===== src/hw/rtl/ffca_pkg.sv =====
// ----------------------------------------------------------------------------
// ffca_pkg
// shared constants and types of the first-fit allocator
// ----------------------------------------------------------------------------
package ffca_pkg;

    localparam int MEM_WORDS = 2048;

    // fixed field widths
    localparam int SIZE_W  = 12;
    localparam int BASE_W  = 11;
    localparam int LIMIT_W = 12;

    // fill mark holds 0..MEM_WORDS
    localparam int FILL_W = $clog2(MEM_WORDS + 1);

    // serial datapath width, one spare bit so the sum never overflows
    localparam int SER_W = ((FILL_W > SIZE_W) ? FILL_W : SIZE_W) + 1;
    localparam int CNT_W = $clog2(SER_W);

    // answer status codes
    localparam logic STATUS_ALLOCATED = 1'b0;
    localparam logic STATUS_NO_SPACE  = 1'b1;

    typedef enum logic {
        ST_IDLE,
        ST_CALC
    } ffca_state_t;

    // result of one serial pass
    typedef struct packed {
        logic             valid;
        logic             ok;
        logic [SER_W-1:0] sum;
    } ffca_res_t;

endpackage


===== src/hw/rtl/ffca_if.sv =====
// ----------------------------------------------------------------------------
// ffca request and response channels
// valid/ready channels carrying allocation requests and their answers
// ----------------------------------------------------------------------------
interface ffca_req_if;
    logic                        valid;
    logic                        ready;
    logic [ffca_pkg::SIZE_W-1:0] request_size;

    modport source (output valid, output request_size, input ready);
    modport sink   (input valid, input request_size, output ready);
endinterface

interface ffca_rsp_if;
    logic                         valid;
    logic                         ready;
    logic                         status;
    logic [ffca_pkg::BASE_W-1:0]  base_address;
    logic [ffca_pkg::LIMIT_W-1:0] limit_address;

    modport source (output valid, output status, output base_address,
                    output limit_address, input ready);
    modport sink   (input valid, input status, input base_address,
                    input limit_address, output ready);
endinterface


===== src/hw/rtl/first_fit_contiguous_allocator.sv =====
// ----------------------------------------------------------------------------
// first_fit_contiguous_allocator
// first-fit allocator of contiguous word runs over a word occupancy map
// ----------------------------------------------------------------------------
// Each request asks for request_size contiguous words; the answer carries
// status 0 with base_address and limit_address (one past the run), or status 1
// with both addresses 0 when the size is zero, too large, or no free run fits.
// There is no free operation, so first fit always places a run directly above
// the previous one: the occupancy map is exactly the words below a fill mark,
// which reset clears at once (no clearing pass). A request is served by a
// bit-serial adder and comparator that works fill mark plus size against the
// memory size one bit per cycle, over SER_W (13) bits for the default 2048
// words. One request is in progress at a time. The answer sits in an output
// register, so the next request is accepted while it waits. A finished pass
// waits for that register to be empty or drained before committing.
// ----------------------------------------------------------------------------
module first_fit_contiguous_allocator (
    input  logic        clk,
    input  logic        rst_n,
    ffca_req_if.sink    req,
    ffca_rsp_if.source  rsp
);

    ffca_pkg::ffca_state_t          state_reg, state_next;
    logic [ffca_pkg::FILL_W-1:0]    fill_reg, fill_next;
    logic                           out_valid_reg, out_valid_next;
    logic                           status_reg, status_next;
    logic [ffca_pkg::BASE_W-1:0]    base_reg, base_next;
    logic [ffca_pkg::LIMIT_W-1:0]   limit_reg, limit_next;
    logic                           start;
    logic                           slot_free;
    ffca_pkg::ffca_res_t            res;

    // request taken only when no pass is running
    assign req.ready = (state_reg == ffca_pkg::ST_IDLE);
    assign start     = req.valid & req.ready;
    // output register empty or being drained this cycle
    assign slot_free = ~out_valid_reg | rsp.ready;

    ffca_serial_unit u_serial (
        .clk   (clk),
        .rst_n (rst_n),
        .start (start),
        .fill  (fill_reg),
        .size  (req.request_size),
        .res   (res)
    );

    always_comb
    begin
        state_next     = state_reg;
        fill_next      = fill_reg;
        out_valid_next = out_valid_reg;
        status_next    = status_reg;
        base_next      = base_reg;
        limit_next     = limit_reg;

        if (rsp.ready)
        begin
            out_valid_next = 1'b0;
        end

        unique case (state_reg)
            ffca_pkg::ST_IDLE:
            begin
                if (start)
                begin
                    state_next = ffca_pkg::ST_CALC;
                end
            end
            ffca_pkg::ST_CALC:
            begin
                // commit once the serial pass is done and the answer has room
                if (res.valid && slot_free)
                begin
                    state_next     = ffca_pkg::ST_IDLE;
                    out_valid_next = 1'b1;
                    if (res.ok)
                    begin
                        // run starts at the fill mark, which moves to its end
                        status_next = ffca_pkg::STATUS_ALLOCATED;
                        base_next   = ffca_pkg::BASE_W'(fill_reg);
                        limit_next  = ffca_pkg::LIMIT_W'(res.sum);
                        fill_next   = ffca_pkg::FILL_W'(res.sum);
                    end
                    else
                    begin
                        status_next = ffca_pkg::STATUS_NO_SPACE;
                        base_next   = '0;
                        limit_next  = '0;
                    end
                end
            end
            default:
            begin
                state_next = ffca_pkg::ST_IDLE;
            end
        endcase
    end

    always_ff @(posedge clk or negedge rst_n)
    begin
        if (!rst_n)
        begin
            state_reg     <= ffca_pkg::ST_IDLE;
            fill_reg      <= '0;
            out_valid_reg <= 1'b0;
        end
        else
        begin
            state_reg     <= state_next;
            fill_reg      <= fill_next;
            out_valid_reg <= out_valid_next;
        end
    end

    always_ff @(posedge clk)
    begin
        status_reg <= status_next;
        base_reg   <= base_next;
        limit_reg  <= limit_next;
    end

    assign rsp.valid         = out_valid_reg;
    assign rsp.status        = status_reg;
    assign rsp.base_address  = base_reg;
    assign rsp.limit_address = limit_reg;

endmodule


===== src/hw/rtl/ffca_serial_unit.sv =====
// ----------------------------------------------------------------------------
// ffca_serial_unit
// bit-serial add of fill mark and size with a serial compare against memory size
// ----------------------------------------------------------------------------
module ffca_serial_unit (
    input  logic                          clk,
    input  logic                          rst_n,
    input  logic                          start,
    input  logic [ffca_pkg::FILL_W-1:0]   fill,
    input  logic [ffca_pkg::SIZE_W-1:0]   size,
    output ffca_pkg::ffca_res_t           res
);

    logic [ffca_pkg::SER_W-1:0] a_sh_reg, a_sh_next;
    logic [ffca_pkg::SER_W-1:0] b_sh_reg, b_sh_next;
    logic [ffca_pkg::SER_W-1:0] m_sh_reg, m_sh_next;
    logic [ffca_pkg::SER_W-1:0] sum_sh_reg, sum_sh_next;
    logic                       carry_reg, carry_next;
    logic                       gt_reg, gt_next;
    logic                       nz_reg, nz_next;
    logic                       busy_reg, busy_next;
    logic                       done_reg, done_next;
    logic [ffca_pkg::CNT_W-1:0] cnt_reg, cnt_next;
    logic                       s_bit;

    always_comb
    begin
        a_sh_next   = a_sh_reg;
        b_sh_next   = b_sh_reg;
        m_sh_next   = m_sh_reg;
        sum_sh_next = sum_sh_reg;
        carry_next  = carry_reg;
        gt_next     = gt_reg;
        nz_next     = nz_reg;
        busy_next   = busy_reg;
        done_next   = done_reg;
        cnt_next    = cnt_reg;
        s_bit       = a_sh_reg[0] ^ b_sh_reg[0] ^ carry_reg;

        if (start)
        begin
            a_sh_next  = ffca_pkg::SER_W'(fill);
            b_sh_next  = ffca_pkg::SER_W'(size);
            m_sh_next  = ffca_pkg::SER_W'(ffca_pkg::MEM_WORDS);
            carry_next = 1'b0;
            gt_next    = 1'b0;
            nz_next    = 1'b0;
            busy_next  = 1'b1;
            done_next  = 1'b0;
            cnt_next   = '0;
        end
        else if (busy_reg)
        begin
            // lsb first: sum bit, carry, running compare against the memory size
            sum_sh_next = {s_bit, sum_sh_reg[ffca_pkg::SER_W-1:1]};
            carry_next  = (a_sh_reg[0] & b_sh_reg[0]) | (carry_reg & (a_sh_reg[0] ^ b_sh_reg[0]));
            if (s_bit != m_sh_reg[0])
            begin
                gt_next = s_bit;
            end
            nz_next   = nz_reg | b_sh_reg[0];
            a_sh_next = {1'b0, a_sh_reg[ffca_pkg::SER_W-1:1]};
            b_sh_next = {1'b0, b_sh_reg[ffca_pkg::SER_W-1:1]};
            m_sh_next = {1'b0, m_sh_reg[ffca_pkg::SER_W-1:1]};
            cnt_next  = cnt_reg + 1'b1;
            if (cnt_reg == ffca_pkg::CNT_W'(ffca_pkg::SER_W - 1))
            begin
                busy_next = 1'b0;
                done_next = 1'b1;
            end
        end
    end

    always_ff @(posedge clk or negedge rst_n)
    begin
        if (!rst_n)
        begin
            busy_reg  <= 1'b0;
            done_reg  <= 1'b0;
            cnt_reg   <= '0;
            carry_reg <= 1'b0;
            gt_reg    <= 1'b0;
            nz_reg    <= 1'b0;
        end
        else
        begin
            busy_reg  <= busy_next;
            done_reg  <= done_next;
            cnt_reg   <= cnt_next;
            carry_reg <= carry_next;
            gt_reg    <= gt_next;
            nz_reg    <= nz_next;
        end
    end

    always_ff @(posedge clk)
    begin
        a_sh_reg   <= a_sh_next;
        b_sh_reg   <= b_sh_next;
        m_sh_reg   <= m_sh_next;
        sum_sh_reg <= sum_sh_next;
    end

    assign res.valid = done_reg;
    assign res.ok    = nz_reg & ~gt_reg;
    assign res.sum   = sum_sh_reg;

endmodule


===== src/flat_wrapper.sv =====
// flat-port wrapper written by rule: the top's interface ports become plain ports
module first_fit_contiguous_allocator_flat 
  (clk, rst_n, req_valid, req_request_size, req_ready, rsp_valid, rsp_status, rsp_base_address, rsp_limit_address, rsp_ready);
  ffca_req_if req_i ();
  ffca_rsp_if rsp_i ();
  input  logic clk;
  input  logic rst_n;
  input wire logic [$bits(req_i.valid)-1:0] req_valid;
  input wire logic [$bits(req_i.request_size)-1:0] req_request_size;
  output wire logic [$bits(req_i.ready)-1:0] req_ready;
  output wire logic [$bits(rsp_i.valid)-1:0] rsp_valid;
  output wire logic [$bits(rsp_i.status)-1:0] rsp_status;
  output wire logic [$bits(rsp_i.base_address)-1:0] rsp_base_address;
  output wire logic [$bits(rsp_i.limit_address)-1:0] rsp_limit_address;
  input wire logic [$bits(rsp_i.ready)-1:0] rsp_ready;
  assign req_i.valid = req_valid;
  assign req_i.request_size = req_request_size;
  assign req_ready = req_i.ready;
  assign rsp_valid = rsp_i.valid;
  assign rsp_status = rsp_i.status;
  assign rsp_base_address = rsp_i.base_address;
  assign rsp_limit_address = rsp_i.limit_address;
  assign rsp_i.ready = rsp_ready;
  first_fit_contiguous_allocator u_core (.clk(clk), .rst_n(rst_n), .req(req_i), .rsp(rsp_i));
endmodule

===== config.mk =====
export PLATFORM = sky130hd
export DESIGN_NAME = first_fit_contiguous_allocator_flat
export DESIGN_NICKNAME = d
export VERILOG_FILES = /design/src/hw/rtl/ffca_pkg.sv /design/src/hw/rtl/ffca_if.sv /design/src/hw/rtl/first_fit_contiguous_allocator.sv /design/src/hw/rtl/ffca_serial_unit.sv /design/src/flat_wrapper.sv
export SDC_FILE = /design/constraint.sdc
export NUM_CORES = 1
export LEC_CHECK = 0
export BUFFER_PORTS_ARGS = -buffer_cell sky130_fd_sc_hd__buf_2
export CORE_UTILIZATION = 57
export CTS_CLUSTER_DIAMETER = 200
export DETAILED_ROUTE_END_ITERATION = 12
export PLACE_DENSITY = 0.76
export SLEW_MARGIN = 20
export SYNTH_ARGS = -nofsm -noshare
export SYNTH_HDL_FRONTEND = slang
export SYNTH_SLANG_ARGS = --single-unit
export TNS_END_PERCENT = 20

===== constraint.sdc =====
create_clock -name clk -period 3 [get_ports clk]
set_clock_uncertainty 0.2 [all_clocks]
set_input_delay 0.6 -clock clk [delete_from_list [all_inputs] [get_ports clk]]
set_output_delay 0.6 -clock clk [all_outputs]
set_load 0.05 [all_outputs]

Word-level counts from Yosys, hierarchy flattened
Cells that the tools add are included.

operators by class
  $add $sub $neg = 1
  multiply operators = 0
  div/mod/pow operators = 0
  order comparisons = 0
  eq/ne operators = 2
  shift operators = 0
  mux-type cells = 26
  bitwise operators = 13
  reductions and logical operators = 9

operators with widths
  operator                                     number
  2-to-1 mux 12 bit                            4
  2-to-1 mux 1 bit                             19
  2-to-1 mux 4 bit                             2
  AND reduction 2 bit                          4
  nonzero test 2 bit                           3
  adder 4 x 1 -> 4 bit, second input constant  1
  AND 1 bit                                    4
  equality test 4 bit, second input constant   1
  NOT 1 bit                                    4
  OR 1 bit                                     3
  AND reduction 3 bit                          1
  one-hot mux 1 bit (2 select lines)           1
  bitwise XOR 1 bit                            2
  logical AND 1 bit                            1
  != test 1 bit                                1

word-level totals
  register bits after elaboration = 96
  bits in latches = 0
  memory bits (writable) = 0
  bits in read-only memories = 0
  bits of input ports = 16
  memories = 0

Longest topological paths before layout
Gate-level depths: netlist of the first run.

  depth after elaboration = 6
  depth in mapped cells = 5

Cells and area by module
From an unflattened synthesis of the first run, not the netlist that was laid out.

second synthesis, totals
  cells, all modules = 235
  area total of the unflattened synthesis = 3878.7 um2

modules (own cells, without submodules)
  module                          times used  cells each  area each (um2)  seq. area each (um2)
  ffca_serial_unit                1           149         2414.8           1576.5
  first_fit_contiguous_allocator  1           86          1463.9           1071.0

Worst setup path before layout of the first run
OpenSTA, ideal clock, no wires.

  kind = reg2reg
  from = register u_core.out_valid_reg (netlist: u_core.rsp.valid)
  to = register u_core.base_reg, in the netlist u_core.rsp.base_address[0] (enable)
  library setup time = 406 ps
  data arrival time = 1880 ps
  required time = 2394 ps
  slack = 514 ps
  cell stages (with the launch flop) = 3
  buffers on the path = 0
  clock period less this slack = 2486 ps
  cell sequence = dfrtp_1 > nor2b_2 > nor2_1

between the ends
  longest elaborated chain between the ends = 4

RTL lines
  element                        line                                   source
  start: declaration             first_fit_contiguous_allocator.sv:26   logic out_valid_reg, out_valid_next;
  start signal: assignment       first_fit_contiguous_allocator.sv:113  out_valid_reg <= out_valid_next;
  NOT 1 bit                      first_fit_contiguous_allocator.sv:38   assign slot_free = ~out_valid_reg | rsp.ready;
  OR 1 bit                       first_fit_contiguous_allocator.sv:38
  logical AND 1 bit              first_fit_contiguous_allocator.sv:74   if (res.valid && slot_free)
  AND reduction 2 bit (no line)  -
  end signal: assignment         first_fit_contiguous_allocator.sv:120  base_reg <= base_next;
  end: declaration               first_fit_contiguous_allocator.sv:28   logic [ffca_pkg::BASE_W-1:0] base_reg, base_next;

No other way between the ends.
A chain may end at the register's enable or synchronous reset.

Final worst setup path of the first run
  from = register u_core.u_serial.gt_reg
  to = register u_core.fill_reg[1] (netlist bit)

between the ends
  longest elaborated chain between the ends = 3

RTL lines
  element                        line                                   source
  start: declaration             ffca_serial_unit.sv:19                 logic gt_reg, gt_next;
  start signal: assignment       ffca_serial_unit.sv:91                 gt_reg <= gt_next;
  NOT 1 bit                      ffca_serial_unit.sv:105                assign res.ok = nz_reg & ~gt_reg;
  AND 1 bit                      ffca_serial_unit.sv:105
  AND reduction 3 bit (no line)  -
  end signal: assignment         first_fit_contiguous_allocator.sv:112  fill_reg <= fill_next;
  end: declaration               first_fit_contiguous_allocator.sv:25   logic [ffca_pkg::FILL_W-1:0] fill_reg, fill_next;

No other way between the ends.

==> flow_summary.yaml, run 1 <==
status:
  outcome: "finished, final reports clean"
routing:
  drc: 0
  drtPass1Iterations: 4
  vias_per_cell: 5.15
  routedWlPerCell_um: 14.7
  via_count: 1871
  antenna_left: 0
  drt_wl_total_um: 5330
  drt_iter0_drc: 86
placed_design:
  port_buffers: 41
  gp_congestion: 0.709
  place_area_um2: 4030
  dp_hpwl_um: 3400
  numPlacedInstances: 347
synthesis:
  synth_commonest_cells: "edfxtp_1, and2_1, mux2_2"
  synth-adder-area-share_pct: 1.21
  synthMuxAreaShare_pct: 14.5
  synth_xor_area_share_pct: 0.703
  synth_top_area_share_pct: 49.0
  synth-simple-area-share_pct: 8.61
  yosys.area.top_type: "edfxtp_1"
  synth_seq_cells: 96
  syn_area_per_cell_um2: 16.0
  synthFlopType: "edfxtp_1"
  ys_warn_count: 0
  syn_inst: 233
  synth_most_common_cell: "edfxtp_1"
  synth-seq-area-share_pct: 70.9
  syn-num-nets: 252
  synthTopCellsByArea: "edfxtp_1, dfrtp_1, mux2_2, dfxtp_1, and2_1"
  synthArstFlopShare_pct: 24.0
  synth_edf_count: 61
  synth-compound-area-share_pct: 1.44
  synth_area_um2: 3740
  synth_cell_types: 33
  synth_top_family_by_area: "multiplexers"
timing:
  setup_violations: 0
  rsz0062_at_grt: "false"
  min_period_ns: 2.03
  tns_ns: 0
  period_share_pct: 67.6
  tightest_slew_ns: 0.556
  whs_ns: 0.00503
  maxSlewViolCount: 0
  hold_viol: 0
  fmax_mhz: 493
  slew_headroom_pct: 62.9
cells_and_area:
  layout-drive-gt1-share_pct: 36.4
  insertedDiodeCount: 0
  largest_register_ffs: 13
  multi_input_area_um2: 997
  regArea_um2: 2650
  fillers: 462
  area_growth_pct: 12.7
  layoutNonFillerInstCount: 363
  finalNetCount: 300
  design_area_um2: 4210
die:
  io_pins: 42
  die_w_um: 83.0
  initial_core_util_pct: 58.8
  die_area_um2: 6880
  fp.dieH_um: 83.0
  core_area_um2: 6350
  row_count: 29
clock_network:
  cts-root-buf: "clkbuf_8"
  clock_sinks: 96
  cts_max_path_buffers: 2
  cts_made_buffers: 9
  clk_latency_ns: 0.37
  cts.clk_slew.worst_paths_ns: 0.10
  ctsHoldBuffers: 0
  post_cts_resized: 0
  cts_tree: "built"
  ctsHtreeMaxLevel: 3
  postCtsSetupRepairBufs: 0
global_routing:
  gr-total-overflow: 0
  grt_pass1_wl_um: 8870
  antenna_found_initial: 0
  grt_usage_pct: 17.3
  grt_max_degree: 26
  grt_pass1_vias: 1766
worst_setup_path:
  critPathKind: "reg2reg"
  crit_path_top_delay_cell: "dfrtp_1"
  end_kind: "register"
  r2r_start: "u_core.u_serial.gt_reg"
  cp.arrival_ns: 2.08
  slowest_delay_ns: 0.44
  r2r_slack_ns: 0.97
  worst_setup_path_start_kind: "register"
  cp.required_ns: 3.05
  rr_endpoint: "u_core.fill_reg[1]"
  cp_max_fo: 24
  r2r_cells: 5
  crit_path_cell_trace: "nor2b_4 > inv_2 > nor3_4 > buf_4 > mux2_2"
power_and_ir_drop:
  power_mw: 4.46
  power.density_nw_per_um2: 1060
  leakagePower_nw: 1.81
  ir_drop_mv: 0.521
hold_path:
  hold_class: "in2async"
run:
  maxCapViolCount: 0
## logic make-up after synthesis
| kind of cell | count (synthesis) |
|---|---|
| fa+ha+maj | 3 |
| buf+inv | 19 |
| xor+xnor | 3 |
| simple gates | 58 |
| compound gates | 8 |
| flops | 96 |
| mux | 46 |
## metrics by stage
stage | util (%) | setup slack [ns]
floorplan | - | 0.514
global placement | 63.4 | 1.05
detailed placement | 63.4 | 0.984
CTS | 66.3 | 0.953
global route | 66.3 | 0.866
finish | 66.3 | 0.973
## report_power, final
part | switching (mW) | internal (mW) | leakage (nW)
Combinational | 0.736 | 0.530 | 0.726
Clock | 0.478 | 0.319 | 0.0927
Sequential | 0.281 | 2.11 | 0.994
## critical path, delay by kind of cell (launching register included)
family | cells | cell delay, ns
muxes | 1 | 0.37
DFF | 1 | 0.44
and+or+nand+nor | 2 | 0.53
buffers and inverters | 2 | 0.38
## cells in the final DEF (no fill, tap or decap), types with 2 or more instances in the layout
| cell | netlist | layout |
|---|---|---|
| and2_1 | 25 | 25 |
| mux2_4 | 10 | 10 |
| nand2_1 | 2 | 2 |
| dfrtp_1 | 23 | 23 |
| edfxtp_1 | 61 | 61 |
| dfxtp_1 | 12 | 12 |
| ha_1 | 2 | 2 |
| nor2b_4 | 1 | 2 |
| buf_4 | 2 | 6 |
| mux2_2 | 24 | 24 |
| clkinv_4 | 0 | 2 |
| nor2_1 | 22 | 21 |
| mux2i_1 | 12 | 12 |
| xor2_1 | 2 | 2 |
| inv_6 | 0 | 3 |
| a21oi_1 | 2 | 2 |
| buf_2 | 5 | 41 |
| a21o_1 | 2 | 2 |
| inv_1 | 8 | 8 |
| clkbuf_8 | 0 | 9 |
## area by class of cell
class / count / area share, %
Sequential cell: 96 / 62.9
Multi-Input combinational cell: 118 / 23.7
Timing Repair Buffer: 47 / 5.94
Clock buffer: 9 / 2.94
Tap cell: 77 / 2.29
Clock inverter: 7 / 1.49
Inverter: 9 / 0.802
## metal layers
layer | up-vias | track usage [%] | wire (um)
met1 | 906 | 23.8 | 2570
met4 | 0 | 10.8 | 130
li1 | 911 | - | -
met5 | - | 0 | 0
met3 | 11 | 4.27 | 197
met2 | 43 | 24.8 | 2430
## worst max-delay path by stage
stage / from / endpoint / slack [ns] / cells past startpoint
6_report: u_core.u_serial.gt_reg / u_core.fill_reg[1] / 0.97 / 5
3_3_place_gp: req_valid / u_core.u_serial.b_sh_reg[7] / 1.05 / 4
3_5_place_dp: u_core.u_serial.gt_reg / u_core.fill_reg[1] / 0.98 / 5
4_1_cts: u_core.u_serial.gt_reg / u_core.fill_reg[1] / 0.95 / 5
5_1_grt: u_core.u_serial.gt_reg / u_core.fill_reg[1] / 0.87 / 5
2_1_floorplan: u_core.rsp.valid / u_core.rsp.base_address[0] / 0.51 / 2
Note: power is estimated with default switching activity, not from simulation.
==> inputs of run 2 (changes only) <==
- ABC_AREA: default -> 1
- clock period: 3 -> 2.1 ns (I/O delays scaled with it)
==> run 2 against run 1 <==
  * Non-clock buffer count decreased by 3
  * Sequential power increased by 46%
  * Largest cell class unchanged
  * Utilization about the same
  * Critical endpoint is now req_ready
  * Wire length increased by 12%
  * Power increased by 56%
  * Cell area about the same
  * Global-route usage increased by 1.9 points
  * Register-to-register slack got worse by 0.56 ns
  * Flip-flop and latch count unchanged
==> flow_summary.yaml, run 2 <==
routing:
  drt_iter0_drc: 186
  vias_per_cell: 4.95
  drt-met1-wl_um: 2720
  drtPass1Iterations: 5
  drc: 0
  routedWlPerCell_um: 12.8
  route.met3.wl_um: 224
  drt_wl_total_um: 5940
  via_count: 2303
  antenna_left: 0
  dr_wl_met2_um: 2900
  dr.max_layer_used: "met4"
global_routing:
  grt_max_degree: 38
  grt_usage_pct: 19.2
  gr-total-overflow: 0
  grt_pass1_vias: 2195
  antenna_found_initial: 0
  grt_pass1_wl_um: 10100
die:
  die_w_um: 83.0
  io_pins: 42
  fp.dieH_um: 83.0
  core_area_um2: 6350
  die_area_um2: 6880
  initial_core_util_pct: 58.9
  row_count: 29
clock_network:
  cts_tree: "built"
  cts.clk_slew.worst_paths_ns: 0.10
  ctsHtreeMaxLevel: 3
  cts_made_buffers: 9
  postCtsSetupRepairBufs: 0
  cts-root-buf: "clkbuf_8"
  clock_sinks: 96
  clk_latency_ns: 0.36
  cts_max_path_buffers: 2
  post_cts_resized: 0
  ctsHoldBuffers: 1
hold_path:
  hold_class: "in2reg"
timing:
  setup_violations: 0
  tns_ns: 0
  tightest_slew_ns: 0.727
  rsz0062_at_grt: "false"
  hold_viol: 0
  period_share_pct: 84.9
  maxSlewViolCount: 0
  fmax_mhz: 561
  whs_ns: 0.120
  slew_headroom_pct: 51.5
  min_period_ns: 1.78
cells_and_area:
  insertedDiodeCount: 0
  largest_register_ffs: 13
  finalNetCount: 402
  layout-drive-gt1-share_pct: 17.8
  area_growth_pct: 12.7
  fillers: 484
  final_common_cell: "nand2_1"
  mostFrequentLayoutCells: "nand2_1, edfxtp_1, inv_1"
power_and_ir_drop:
  p_switching_mw: 2.63
  leakagePower_nw: 1.93
  ir_drop_mv: 1.21
  p_seq_share_pct: 50.1
  p_sw_share_pct: 37.7
  intPower_mw: 4.34
  p_clk_share_pct: 19.2
  power.density_nw_per_um2: 1650
  comb_power_share_pct: 30.7
run:
  maxCapViolCount: 0
synthesis:
  synth_area_um2: 3740
  synth_cell_types: 24
  syn_area_per_cell_um2: 11.0
  synth_seq_cells: 96
  ys_warn_count: 0
  syn_inst: 339
  synth-seq-area-share_pct: 70.8
  syn-num-nets: 358
  yosys.area.top_type: "edfxtp_1"
  synthTopCellsByArea: "edfxtp_1, dfrtp_1, nand2_1, dfxtp_1, inv_1"
  synth_top_area_share_pct: 49.0
  synthFlopType: "edfxtp_1"
  synth_most_common_cell: "nand2_1"
  synth_commonest_cells: "nand2_1, edfxtp_1, inv_1"
  synthArstFlopShare_pct: 24.0
  synth_edf_count: 61
status:
  outcome: "finished, final reports clean"
worst_setup_path:
  end_kind: "primary output"
  critPathKind: "reg2out"
  cp.arrival_ns: 1.16
  worst_setup_path_start_kind: "register"
  cp_max_fo: 3
  cp.required_ns: 1.48
placed_design:
  dp_hpwl_um: 3880
  port_buffers: 41
  gp_congestion: 0.755
run 2: cell count changes in the layout (fill, tap and decap cells not counted), moves of 10 or more:
cell and change:
mux2_4 -10, nand3_1 +14, o21ai_0 +23, inv_1 +37
mux2_2 -24, mux2i_1 -12, and2_1 -25, nand2_1 +96
run 2: worst max-delay path, stage by stage (launching register included):
cell and delay, ns:
dfrtp_1 0.44, inv_2 0.10, buf_2 0.26
run 2: layer usage:
layer  vias to the layer above  track usage, %
li1                       1167               -
met1                      1074            25.6
met2                        56            30.0
met3                         6            5.96
met4                         0            6.58
met5                         -               0
run 2: final timing paths:
kind,from,to,slack (ns),cells past startpoint
worst min-delay path,req_request_size[8],u_core.u_serial.b_sh_reg[8],0.12,3
min in group asynchronous,rst_n,u_core.fill_reg[7],0.36,2
worst max register to register,u_core.state_reg,u_core.u_serial.m_sh_reg[10],0.41,6
max in group asynchronous,rst_n,u_core.fill_reg[8],1.00,2
worst min register to register,u_core.u_serial.sum_sh_reg[12],u_core.u_serial.sum_sh_reg[11],0.25,0
worst max-delay path,u_core.state_reg,req_ready,0.32,2
run 2: stage by stage:
stage	instance area, um2	util (%)	power, mW	std cells	setup slack, ns
after floorplan	3740	-	5.17	339	0.491
after global placement	3980	62.6	5.59	448	0.390
after detailed placement	3980	62.6	5.68	448	0.360
after CTS	4210	66.3	7.02	465	0.299
after global routing	4210	66.3	7.44	465	0.221
final	4210	66.3	6.97	465	0.318
run 2: logic make-up after synthesis:
family          synth area share (%)
compound gates                  4.49
buf+inv                         6.90
simple gates                    16.6
flops                           70.8
fa+ha+maj                       1.21
run 2: power by group through the flow:
stage          registers, mW  logic [mW]  clock network, mW
5_1_grt                 3.58        2.42               1.43
3_5_place_dp            3.52        2.16                  0
4_1_cts                 3.49        2.17               1.36
3_3_place_gp            3.49        2.09                  0
6_report                3.49        2.14               1.34
2_1_floorplan           3.87        1.30                  0
run 2: final cells by class:
class	count	area [um2]	share of cell area, %
Clock buffer	9	124	2.94
Clock inverter	7	103	2.44
Inverter	48	180	4.28
Multi-Input combinational cell	184	832	19.8
Sequential cell	96	2650	62.8
Tap cell	77	96.3	2.29
Timing Repair Buffer	44	230	5.46
==> inputs of run 3 (changes only) <==
- clock period: 2.1 -> 1.7 ns (I/O delays scaled with it)
==> run 3 against run 2 <==
  * Flip-flop and latch count did not move
  * Sequential share of layout area down 0.43 points
  * Non-clock buffer count is 7 higher
  * Die area unchanged
  * Critical path type unchanged
  * Largest power group unchanged
  * Highest routed layer unchanged
==> flow_summary.yaml, run 3 (synthesized netlist as in run 2, its figures left out) <==
placed_design:
  port_buffers: 41
  dp_hpwl_um: 4090
  gp_congestion: 0.805
die:
  io_pins: 42
  die_w_um: 83.0
  die_area_um2: 6880
  core_area_um2: 6350
  fp.dieH_um: 83.0
  row_count: 29
  initial_core_util_pct: 58.9
timing:
  min_period_ns: 1.63
  setup_violations: 0
  tightest_slew_ns: 0.527
  slew_headroom_pct: 64.8
  fmax_mhz: 614
  maxSlewViolCount: 0
  rsz0062_at_grt: "false"
  whs_ns: 0.0459
  hold_viol: 0
  tns_ns: 0
  period_share_pct: 95.7
cells_and_area:
  fillers: 488
  finalNetCount: 409
  mostFrequentLayoutCells: "nand2_1, edfxtp_1, inv_1"
  area_growth_pct: 13.5
  layout-drive-gt1-share_pct: 18.7
  final_common_cell: "nand2_1"
  largest_register_ffs: 13
  insertedDiodeCount: 0
worst_setup_path:
  cp.required_ns: 1.16
  cp_num_buf_inv: 2
  end_kind: "primary output"
  slowest_delay_ns: 0.42
  cp.arrival_ns: 1.09
  crit_path_top_delay_cell: "dfrtp_1"
  worst_setup_path_start_kind: "register"
  cp_max_fo: 3
  critPathKind: "reg2out"
  crit_family: "flip-flops"
  crit_path_cell_trace: "inv_2 > buf_4"
clock_network:
  cts_made_buffers: 9
  cts_tree: "built"
  postCtsSetupRepairBufs: 0
  cts-root-buf: "clkbuf_8"
  clk_latency_ns: 0.36
  ctsHtreeMaxLevel: 3
  cts.clk_slew.worst_paths_ns: 0.08
  clock_sinks: 96
  cts_max_path_buffers: 2
global_routing:
  grt_pass1_wl_um: 10400
  grt_pass1_vias: 2297
  grt_max_degree: 38
  antenna_found_initial: 0
  gr-total-overflow: 0
  grt_usage_pct: 19.8
routing:
  drt_wl_total_um: 6080
  routedWlPerCell_um: 12.9
  via_count: 2336
  vias_per_cell: 4.95
  drtPass1Iterations: 6
  drc: 0
  antenna_left: 0
  drt_iter0_drc: 159
power_and_ir_drop:
  power.density_nw_per_um2: 1980
  p_sw_share_pct: 38.4
  p_seq_share_pct: 51.0
  intPower_mw: 5.19
  comb_power_share_pct: 33.8
  p_switching_mw: 3.23
  leakagePower_nw: 1.95
  p_clk_share_pct: 15.2
  ir_drop_mv: 1.11
hold_path:
  hold_class: "in2reg"
status:
  outcome: "finished, final reports clean"
run:
  maxCapViolCount: 0
## run 3: worst register-to-register path: stages, from the launching register on
cell and delay [ns]:
edfxtp_1 0.35, inv_1 0.07, fa_1 0.49, inv_1 0.11, nand2_1 0.06, nand2_1 0.05, nand2_1 0.04, nand2_1 0.06
nand2_1 0.04
## run 3: worst paths after layout
kind,startpoint,endpoint,slack [ns],cells past startpoint
worst max register to register,u_core.u_serial.a_sh_reg[0],u_core.u_serial.gt_reg,0.14,8
max in group asynchronous,rst_n,u_core.fill_reg[0],0.65,2
worst min-delay path,req_request_size[5],u_core.u_serial.b_sh_reg[5],0.05,3
worst min register to register,u_core.u_serial.sum_sh_reg[12],u_core.u_serial.sum_sh_reg[11],0.24,0
min in group asynchronous,rst_n,u_core.u_serial.cnt_reg[3],0.29,2
worst max-delay path,u_core.state_reg,req_ready,0.07,2
## run 3: routing by layer
metal	track usage [%]	part of all wire, %	vias to the layer above
li1	-	-	1183
met1	25.9	44	1098
met2	32.2	51	43
met3	3.68	3.5	12
met4	9.25	1.6	0
met5	0	0	-
## run 3: per-stage QoR
stage | cell area, um2 | utilization (%) | std cells | total power, mW | setup slack, ns
finish | 4240 | 66.8 | 472 | 8.42 | 0.0724
global route | 4240 | 66.8 | 472 | 9.00 | 0.0281
CTS | 4240 | 66.8 | 472 | 8.48 | 0.0536
detailed placement | 4070 | 64.0 | 455 | 7.20 | 0.123
global placement | 4070 | 64.0 | 455 | 7.08 | 0.169
floorplan | 3740 | - | 339 | 6.38 | 0.0906
## run 3: final cells by class
class,instances,area (um2),share of cell area [%]
multi-input cells,184,832,19.6
flip-flops and latches,96,2650,62.4
repair buffers,51,323,7.61
clock buffers,10,128,3.01
inverters,48,180,4.25
clock inverters,6,35.0,0.826
well taps,77,96.3,2.27
## run 3: what timing repair did
| action | in CTS | in global routing |
|---|---|---|
| hold buffers | 1 | 0 |
| resized for setup | 1 | 0 |
| setup endpoints to repair | 1 | 0 |
| endpoints found under the hold margin | 23 | 0 |
## run 3: power by group through the flow
| stage | clock [mW] | sequential (mW) | combinational (mW) |
|---|---|---|---|
| CTS | 1.30 | 4.29 | 2.88 |
| global placement | 0 | 4.30 | 2.78 |
| global route | 1.40 | 4.40 | 3.20 |
| finish | 1.28 | 4.29 | 2.85 |
| detailed placement | 0 | 4.34 | 2.86 |
| floorplan | 0 | 4.78 | 1.60 |
